===== config.mk =====
export PLATFORM = sky130hd
export DESIGN_NAME = compacting_list_store
export DESIGN_NICKNAME = d
export VERILOG_FILES = /design/src/hw/rtl/clst_pkg.sv /design/src/hw/rtl/clst_cell.sv /design/src/hw/rtl/clst_or_tree.sv /design/src/hw/rtl/compacting_list_store.sv
export SDC_FILE = /design/constraint.sdc
export NUM_CORES = 2
export LEC_CHECK = 0
export BUFFER_PORTS_ARGS = -buffer_cell sky130_fd_sc_hd__clkbuf_2
export CAP_MARGIN = 10
export CELL_PAD_IN_SITES_DETAIL_PLACEMENT = 1
export CELL_PAD_IN_SITES_GLOBAL_PLACEMENT = 1
export CORE_MARGIN = 2
export CORE_UTILIZATION = 40
export DETAILED_ROUTE_END_ITERATION = 16
export PLACE_DENSITY_LB_ADDON = 0.1
export SLEW_MARGIN = 0
export SYNTH_ARGS = -nofsm -noshare
export SYNTH_HDL_FRONTEND = slang
export SYNTH_SLANG_ARGS = --single-unit

===== constraint.sdc =====
create_clock -name clock -period 9.1 [get_ports clock]
set_input_delay 2.275 -clock clock [delete_from_list [all_inputs] [get_ports clock]]
set_output_delay 2.275 -clock clock [all_outputs]
set_load 0.03 [all_outputs]

===== src/hw/rtl/clst_pkg.sv =====
// shared types, codes and sizing helpers for the compacting list store
package clst_pkg;

   localparam int CAPACITY_DEFAULT   = 64;
   localparam int ELEM_WIDTH_DEFAULT = 32;

   // request codes
   localparam logic [1:0] REQ_PUSH   = 2'd0;
   localparam logic [1:0] REQ_POP    = 2'd1;
   localparam logic [1:0] REQ_READ   = 2'd2;
   localparam logic [1:0] REQ_REMOVE = 2'd3;

   // status codes
   localparam logic [1:0] ST_OK    = 2'd0;
   localparam logic [1:0] ST_FULL  = 2'd1;
   localparam logic [1:0] ST_EMPTY = 2'd2;
   localparam logic [1:0] ST_RANGE = 2'd3;

   // fan-in of each read tree node
   localparam int TREE_FAN = 8;

   typedef struct packed {
      logic [1:0]  req_type;
      logic [5:0]  position;
      logic [31:0] push_value;
   } req_type_type;

   typedef struct packed {
      logic [31:0] read_value;
      logic [6:0]  count;
      logic [1:0]  status;
   } rsp_type;

   // per-cycle command broadcast to every cell, already qualified by range checks
   typedef struct packed {
      logic push;
      logic pop;
      logic read;
      logic remove;
   } cmd_type;

   // registered levels of an 8-way tree over n leaves (three index bits per level)
   function automatic int tree_levels(input int n);
      return ($clog2(n) + 2) / 3;
   endfunction

endpackage


===== src/hw/rtl/clst_cell.sv =====
// one list entry: holds a value, loads on push, takes its right neighbor on remove
module clst_cell #(
   parameter int INDEX      = 0,
   parameter int CNT_W      = 7,
   parameter int ELEM_WIDTH = 32
) (
   input  logic                  clock,
   input  clst_pkg::cmd_type     cmd,
   input  logic [CNT_W-1:0]      count,
   input  logic [CNT_W-1:0]      last_idx,
   input  logic [CNT_W-1:0]      pos,
   input  logic [ELEM_WIDTH-1:0] push_elem,
   input  logic [ELEM_WIDTH-1:0] next_data,
   output logic [ELEM_WIDTH-1:0] data,
   output logic [ELEM_WIDTH-1:0] read_data
);

   localparam logic [CNT_W-1:0] MY_IDX = CNT_W'(INDEX);

   logic [ELEM_WIDTH-1:0] data_ff;
   logic [ELEM_WIDTH-1:0] data_in;
   logic                  hit;

   always_comb begin
      data_in = data_ff;
      priority if (cmd.push && count == MY_IDX) begin
         data_in = push_elem;
      end else if (cmd.remove && MY_IDX >= pos) begin
         // everything from the removed place upward moves down one
         data_in = next_data;
      end
   end

   always_ff @(posedge clock) begin
      data_ff <= data_in;
   end

   assign hit       = (cmd.pop && last_idx == MY_IDX) || (cmd.read && pos == MY_IDX);
   assign read_data = hit ? data_ff : '0;
   assign data      = data_ff;

endmodule


===== src/hw/rtl/clst_or_tree.sv =====
// registered 8-way or tree that collects the one selected cell value
module clst_or_tree #(
   parameter int N = 64,
   parameter int W = 32
) (
   input  logic                clock,
   input  logic [N-1:0][W-1:0] leaf,
   output logic [W-1:0]        root
);

   localparam int FAN    = clst_pkg::TREE_FAN;
   localparam int LEVELS = clst_pkg::tree_levels(N);

   logic [W-1:0] node [LEVELS+1][N];

   for (genvar j = 0; j < N; j++) begin : g_leaf
      assign node[0][j] = leaf[j];
   end

   for (genvar l = 0; l < LEVELS; l++) begin : g_level
      localparam int PREV = (N + FAN**l - 1) / (FAN**l);
      localparam int CNT  = (N + FAN**(l+1) - 1) / (FAN**(l+1));
      for (genvar j = 0; j < CNT; j++) begin : g_node
         logic [W-1:0] child [FAN];
         logic [W-1:0] node_in;
         logic [W-1:0] node_ff;
         for (genvar k = 0; k < FAN; k++) begin : g_child
            if (j * FAN + k < PREV) begin : g_real
               assign child[k] = node[l][j*FAN+k];
            end else begin : g_pad
               assign child[k] = '0;
            end
         end
         always_comb begin
            node_in = '0;
            for (int k = 0; k < FAN; k++) begin
               node_in = node_in | child[k];
            end
         end
         always_ff @(posedge clock) begin
            node_ff <= node_in;
         end
         assign node[l+1][j] = node_ff;
      end
   end

   assign root = node[LEVELS][0];

endmodule


===== src/hw/rtl/compacting_list_store.sv =====
// top level of the compacting list store: cell row, read tree and handshake control
// results: pop and read data are gathered by the registered 8-way or tree and then registered
//   into the response once a wait counter loaded on accept has counted down through the tree
// the input is stalled while a result is in the tree or held by rsp_stall; items never overlap
// push and remove update cells in the cycle the item is accepted; pop alters only the count
// reset clears the entry count and the handshake and stalls the input; entries keep their data
module compacting_list_store #(
   parameter int CAPACITY   = clst_pkg::CAPACITY_DEFAULT,
   parameter int ELEM_WIDTH = clst_pkg::ELEM_WIDTH_DEFAULT
) (
   input  logic                  clock,
   input  logic                  reset,
   input  logic                  req_valid,
   output logic                  req_stall,
   input  clst_pkg::req_type_type req_payload,
   output logic                  rsp_valid,
   input  logic                  rsp_stall,
   output clst_pkg::rsp_type     rsp_payload
);

   localparam int CNT_W  = $clog2(CAPACITY + 1);
   localparam int CMP_W  = (CNT_W > 6) ? CNT_W : 6;
   localparam int LEVELS = clst_pkg::tree_levels(CAPACITY);
   localparam int WAIT_W = $clog2(LEVELS + 1);
   localparam logic [CNT_W-1:0]  FULL_COUNT = CNT_W'(CAPACITY);
   localparam logic [WAIT_W-1:0] WAIT_LOAD  = WAIT_W'(LEVELS);
   localparam logic [WAIT_W-1:0] WAIT_LAST  = WAIT_W'(1);

   logic [CNT_W-1:0]  count_ff;
   logic [CNT_W-1:0]  count_in;
   logic [WAIT_W-1:0] wait_ff;
   logic [WAIT_W-1:0] wait_in;
   logic              rsp_valid_ff;
   logic              rsp_valid_in;
   clst_pkg::rsp_type rsp_ff;
   clst_pkg::rsp_type rsp_in;

   logic              accept;
   logic [CMP_W-1:0]  pos_ext;
   logic [CMP_W-1:0]  count_ext;
   logic              pos_ok;
   logic              is_full;
   logic              is_empty;
   logic [1:0]        status;
   clst_pkg::cmd_type cmd;
   logic [CNT_W-1:0]  last_idx;
   logic [CNT_W-1:0]  pos_cell;
   logic [ELEM_WIDTH-1:0] push_elem;
   logic [ELEM_WIDTH-1:0] tree_value;
   logic [31:0]           tree_value32;
   logic [ELEM_WIDTH-1:0] cell_data [CAPACITY+1];
   logic [CAPACITY-1:0][ELEM_WIDTH-1:0] cell_read;

   assign accept    = req_valid && !req_stall;
   assign req_stall = reset || (wait_ff != '0) || (rsp_valid_ff && rsp_stall);

   assign pos_ext   = CMP_W'(req_payload.position);
   assign count_ext = CMP_W'(count_ff);
   assign pos_ok    = pos_ext < count_ext;
   assign is_full   = count_ff == FULL_COUNT;
   assign is_empty  = count_ff == '0;
   assign last_idx  = count_ff - CNT_W'(1);
   // only used when the position is known to be below the count
   assign pos_cell  = pos_ext[CNT_W-1:0];

   always_comb begin
      cmd      = '0;
      count_in = count_ff;
      status   = clst_pkg::ST_OK;
      unique case (req_payload.req_type)
         clst_pkg::REQ_PUSH: begin
            if (is_full) begin
               status = clst_pkg::ST_FULL;
            end else begin
               cmd.push = accept;
               count_in = count_ff + CNT_W'(1);
            end
         end
         clst_pkg::REQ_POP: begin
            if (is_empty) begin
               status = clst_pkg::ST_EMPTY;
            end else begin
               cmd.pop  = accept;
               count_in = last_idx;
            end
         end
         clst_pkg::REQ_READ: begin
            if (!pos_ok) begin
               status = clst_pkg::ST_RANGE;
            end else begin
               cmd.read = accept;
            end
         end
         clst_pkg::REQ_REMOVE: begin
            if (!pos_ok) begin
               status = clst_pkg::ST_RANGE;
            end else begin
               cmd.remove = accept;
               count_in   = last_idx;
            end
         end
         default: begin
            status = clst_pkg::ST_OK;
         end
      endcase
   end

   if (ELEM_WIDTH >= 32) begin : g_wide
      assign push_elem    = ELEM_WIDTH'(req_payload.push_value);
      assign tree_value32 = tree_value[31:0];
   end else begin : g_narrow
      assign push_elem    = req_payload.push_value[ELEM_WIDTH-1:0];
      assign tree_value32 = 32'(tree_value);
   end

   assign cell_data[CAPACITY] = '0;

   for (genvar i = 0; i < CAPACITY; i++) begin : g_cell
      clst_cell #(
         .INDEX      (i),
         .CNT_W      (CNT_W),
         .ELEM_WIDTH (ELEM_WIDTH)
      ) u_cell (
         .clock     (clock),
         .cmd       (cmd),
         .count     (count_ff),
         .last_idx  (last_idx),
         .pos       (pos_cell),
         .push_elem (push_elem),
         .next_data (cell_data[i+1]),
         .data      (cell_data[i]),
         .read_data (cell_read[i])
      );
   end

   clst_or_tree #(
      .N (CAPACITY),
      .W (ELEM_WIDTH)
   ) u_tree (
      .clock (clock),
      .leaf  (cell_read),
      .root  (tree_value)
   );

   always_comb begin
      wait_in      = wait_ff;
      rsp_valid_in = rsp_valid_ff;
      rsp_in       = rsp_ff;
      if (rsp_valid_ff && !rsp_stall) begin
         rsp_valid_in = 1'b0;
      end
      if (accept) begin
         wait_in        = WAIT_LOAD;
         rsp_in.count   = 7'(count_in);
         rsp_in.status  = status;
      end else if (wait_ff != '0) begin
         wait_in = wait_ff - WAIT_W'(1);
         if (wait_ff == WAIT_LAST) begin
            // tree root now holds the selected value, or zero when nothing was read
            rsp_in.read_value = tree_value32;
            rsp_valid_in      = 1'b1;
         end
      end
   end

   always_ff @(posedge clock) begin
      if (reset) begin
         count_ff     <= '0;
         wait_ff      <= '0;
         rsp_valid_ff <= 1'b0;
      end else begin
         if (accept) begin
            count_ff <= count_in;
         end
         wait_ff      <= wait_in;
         rsp_valid_ff <= rsp_valid_in;
      end
      rsp_ff <= rsp_in;
   end

   assign rsp_valid   = rsp_valid_ff;
   assign rsp_payload = rsp_ff;

   a_count_bound: assert property (@(posedge clock) disable iff (reset)
      count_ff <= FULL_COUNT)
      else $error("entry count above capacity");

   a_accept_busy: assert property (@(posedge clock) disable iff (reset)
      accept |=> !rsp_valid_ff && wait_ff == WAIT_LOAD)
      else $error("result not pending after accepted item");

   a_rsp_from_tree: assert property (@(posedge clock) disable iff (reset)
      $rose(rsp_valid_ff) |-> $past(wait_ff) == WAIT_LAST)
      else $error("result raised without tree drain");

   a_full_count: assert property (@(posedge clock) disable iff (reset)
      rsp_valid_ff && rsp_ff.status == clst_pkg::ST_FULL |-> count_ff == FULL_COUNT)
      else $error("full status while list not full");

endmodule

Yosys cells after proc, flatten, opt, wreduce, memory -nomap -nowiden

Cells that the tools add are included.

Add/subtract/negate cells: 3
Magnitude comparators: 65
Eq/ne operators: 194
Muxes and demuxes: 213
Bitwise gates (word level): 64
Reductions and logical operators: 400

Operator list:

| operator           | count |
|---|---|
| $mux 32            | 192 |
| $or 32x32->32      | 63 |
| $eq 7x6->1 const B | 64 |
| $logic_and 1x1->1  | 259 |
| $eq 7x5->1 const B | 32 |
| $eq 6x6->1 const B | 32 |
| $ge 6x6->1 const A | 32 |
| $reduce_bool 2->1  | 66 |
| $eq 7x4->1 const B | 16 |
| $eq 6x5->1 const B | 16 |
| $ge 5x6->1 const A | 16 |
| $logic_or 1x1->1   | 66 |
| $eq 7x3->1 const B | 8 |
| $eq 6x4->1 const B | 8 |
| $ge 4x6->1 const A | 8 |
| $eq 7x2->1 const B | 4 |
| $eq 6x3->1 const B | 4 |
| $ge 3x6->1 const A | 4 |
| $logic_not 7->1    | 3 |
| $mux 7             | 3 |
| $pmux 7 s3         | 1 |
| $eq 7x1->1 const B | 2 |
| $eq 6x2->1 const B | 2 |
| $ge 1x6->1 const A | 2 |
| other kinds (17)   | 36 |

Flip-flop bits (word level): 2,387
Bits of input ports: 44

Longest topological paths before layout

Depth after elaboration: 17
Mapped depth: 13
Mapped depth without buffers: 9

Worst setup path after synthesis

Ideal clock, no wire load.

Kind: input to register
From: input req_payload[36] in the netlist's numbering
To: register g_cell[9].u_cell.data_ff[0] (enable)
Arrival time: 6.832 ns
Required time: 8.628 ns
Setup slack: 1.797 ns
Stages: 10
Cells stage by stage: ha_1 > a211oi_1 > or3_1 > clkbuf_1 > o21ai_1 > or3_1 > clkbuf_1 > or2_2 > clkbuf_1 > o32ai_1

Cells in the longest elaborated chain, start to end: 5

Ends and longest elaborated chain:

| what                                   | RTL line                    | text |
|---|---|---|
| start, declared                        | compacting_list_store.sv:15 | `input clst_pkg::req_type_type req_payload,` |
| $lt 6x7->1                             | compacting_list_store.sv:59 | `assign pos_ok = pos_ext < count_ext;` |
| $mux 1                                 | compacting_list_store.sv:95 | `if (!pos_ok) begin` |
| $mux 1                                 | compacting_list_store.sv:70 | `unique case (req_payload.req_type)` |
| $logic_and 1x1->1 (*)                  | clst_cell.sv:28             | `end else if (cmd.remove && MY_IDX >= pos) begin` |
| $reduce_bool 2->1 (no source line) (*) | n/a                         |  |
| end signal, assigned                   | clst_cell.sv:35             | `data_ff <= data_in;` |
| end, declared                          | clst_cell.sv:20             | `logic [ELEM_WIDTH-1:0] data_ff;` |

Every way passes the cells marked *; elsewhere a longest branch is shown, timed or not.
A chain may end at the register's enable or synchronous reset.

Worst setup path after layout

From: input req_payload[37] in the netlist's numbering
To: register g_cell[3].u_cell.data_ff[10] (enable)

Cells in the longest elaborated chain, start to end: 5

Ends and longest elaborated chain:

| what                                   | RTL line |
|---|---|
| $lt 6x7->1                             | compacting_list_store.sv:59 |
| $mux 1                                 | compacting_list_store.sv:95 |
| $mux 1                                 | compacting_list_store.sv:70 |
| $logic_and 1x1->1 (*)                  | clst_cell.sv:28 |
| $reduce_bool 2->1 (no source line) (*) | n/a |
| end signal, assigned                   | clst_cell.sv:35 |
| end, declared                          | clst_cell.sv:20 |

Marks and branches as above.

==> metrics.txt <==
worst hold slack 383 ps; post-synth top area share 58.0%; max incr delay on CP 1090 ps; max frequency 164 MHz; RSZ-0062 raised after global routing false; FF-to-FF End u_tree.g_level[0].g_node[7].node_ff[5]; Worst Setup SP req_payload[37]; Syn Area/Cell 15.2 sq um; Crit. End Element flop; power per cell area 195 mW/mm^2; Initial Utilization 40.3%; GP Congestion 0.919; DIE WIDTH 524 um; Slew Viols, Final 0; Clock Latency Late Sink 910 ps; Final TNS setup 0 ps; Synth Cell Area 0.108 sq mm; Leakage 0.0390 uW; post-synth top area cell edfxtp_1; YS warnings 0; Pre-antenna DRT Iters 6; Final Skew 41.5 ps; maxcap violations 0; Hold Buf Count CTS 0; Worst Path Arrival 6660 ps; Hold Fails Final Rpt 0; Comb pwr share 3.8%; Inst Count DP 10.4k; row count 190; CP max FO 27; ranking of synthesized cells by area edfxtp_1, mux2_2, dfxtp_1; crit path capture g_cell[3].u_cell.data[10]; clock buffer depth 4; CTS tree yes; Clock transition at path regs 60 ps; Netlist cell types 75; final WL 409000 um; DR DRC count 0; most frequent cell after synthesis edfxtp_1; R2R setup slack 3800 ps; I/O Buffers 86; Num CTS Buffers 276; die height 524 um; CP Cell Sequence clkbuf_2, ha_1, and4b_1, o21ai_0, o21ai_4, or3_2, or2_2, o32ai_4, buf_4; post-detail-place hpwl 253000 um; final setup violating endpoints 0; worst vdd ir 140 uV; vias per cell 6.30; post-layout min period 6080 ps; synthesized netlist net count 7182; via count 68.5k; Setup CP Type in2reg; initial antenna violation count 15; commonest register cell after synthesis edfxtp_1; P_sw 5440 uW; CTS H-tree lvls 5; Yosys reg bits 2387; Final Non-Filler Cells 10.9k; WL/cell 37.6 um; Post-CTS Setup Inserts 0; Req. time, crit path 9680 ps; Synth-to-Final Area Change 13.9%; clock share of power 46.4%; Worst Tran Pin Value 1380 ps; Startpoint Class input port; vias in the first global route 71.1k; synth cell count leaders edfxtp_1, mux2_2, a22oi_1, clkbuf_1, dfxtp_1; first-pass GRT wire length 573000 um; Slew HR 7.43%; Post-synth EDFFs 2089; # resized after CTS 0; Internal Pwr Total 18600 uW; Core Region 0.268 sq mm; sequential power share 49.8%; root buf cell clkbuf_16; Final ANT Viol Nets 0; I/O pin cnt 87; Final Instance Area 0.123 sq mm; largest net degree at the start of global routing 65; Post-DP Area 0.114 sq mm; Synth async-reset ratio 0%; CTS sink count 2387; outcome finished clean; RR Startpoint count_ext[0]; Cells after Synth 7127; Final Cycle Share 66.8%; Hold WC Path Type reg2reg; Sw Ratio 22.7%; final core occ 45.9%; Die Area 0.274 sq mm; nets@finish 7139; slowest CP cell o32ai_4; Starting DRT DRC Count 6829; global route overflow 0; fillcell total 25.7k; r2r worst-path depth 9; gr usage total 29.4%; layout cells sized above 1 39.6%; sequential-to-total area share from yosys stat 63.6%
[logic make-up (layout without fill, tap and decap cells)]
kind of cell,count (synthesis),in the layout,synth area share [%]
flops,2387,2387,63.6
buf+inv,718,899,2.79
mux,1991,1991,20.7
xor+xnor,1,1,0.00810
compound gates,1242,1242,9.01
fa+ha+maj,11,11,0.127
other cells,0,11,0
simple gates,777,777,3.77
[cells in the final DEF (no fill, tap or decap), drive strengths merged, types with 5 or more instances in the layout]
master | synthesis | layout
buf | 256 | 298
bufinv | 0 | 11
nand3 | 192 | 192
a21oi | 28 | 28
ha | 11 | 11
diode | 0 | 11
nand4 | 64 | 64
nor2b | 12 | 12
o32ai | 35 | 35
a21boi | 18 | 18
and3 | 7 | 7
nand2 | 173 | 173
inv | 43 | 54
a22oi | 444 | 444
a31o | 5 | 5
or3 | 8 | 8
a222oi | 107 | 107
clkbuf | 418 | 474
a21o | 18 | 18
nor4 | 71 | 71
dfxtp | 298 | 298
nor2 | 112 | 112
nor3 | 16 | 16
edfxtp | 2089 | 2089
o21ai | 138 | 138
o2111ai | 34 | 34
clkinv | 1 | 60
a221oi | 166 | 166
mux2 | 1987 | 1987
and4 | 17 | 17
o22ai | 59 | 59
and2 | 36 | 36
nand2b | 44 | 44
a22o | 164 | 164
or2 | 14 | 14
[per-layer routing]
| layer | GRT usage [%] | vias up | part of all wire, % |
|---|---|---|---|
| li1 | - | 28400 | - |
| met1 | 37.8 | 36700 | 40 |
| met2 | 48.8 | 2611 | 48 |
| met3 | 4.21 | 722 | 5.7 |
| met4 | 14.2 | 4 | 5.6 |
| met5 | 0 | - | 0.0061 |
[worst min path at each step]
stage	startpoint	endpoint	slack, ps	depth (start not counted)
after detailed placement	u_tree.root[9]	rsp_payload[18]	390	0
after global routing	u_tree.root[11]	rsp_payload[20]	390	0
after floorplan	u_tree.root[1]	rsp_payload[10]	390	0
after CTS	u_tree.root[11]	rsp_payload[20]	380	0
final	u_tree.root[11]	rsp_payload[20]	380	0
after global placement	u_tree.root[1]	rsp_payload[10]	390	0
[layout make-up]
class,instances,area [sq um],share of cell area (%)
multi-input combinational,4022,38400,31.2
inverter,44,166,0.135
sequential,2387,68700,55.8
timing repair buffer,353,2450,1.99
clock buffer,419,8110,6.58
clock inverter,83,803,0.653
tap,3552,4440,3.61
antenna,11,27.5,0.0224
[critical path: cells and delay by family]
family,cells,cell delay [ps]
and+or+nand+nor,3,1630
AOI/OAI and AO/OA,3,1480
buffers and inverters,2,840
adders and majority gates,1,360
[state kept, by name (all words and copies together), names as in the netlist]
register                       cells
count_ext                          7
g_cell.u_cell.data              2048
rsp_payload                       41
u_tree.g_level.g_node.node_ff    256
u_tree.root                       32
rsp_valid                          1
wait_ff                            2
[power by group through the flow]
stage | registers (uW) | logic [uW] | clock network (uW)
after floorplan | 12200 | 414 | 0
after global placement | 12200 | 879 | 0
after detailed placement | 12200 | 890 | 0
after CTS | 12000 | 893 | 11300
after global routing | 12000 | 933 | 11700
final | 12000 | 902 | 11100
[through the flow]
| stage | power, uW | setup slack [ps] |
|---|---|---|
| floorplan | 12600 | 1800 |
| global placement | 13100 | 2160 |
| detailed placement | 13100 | 2120 |
| CTS | 24200 | 3090 |
| global route | 24600 | 2930 |
| finish | 24000 | 3020 |
Power figures use the tool's default switching activity.
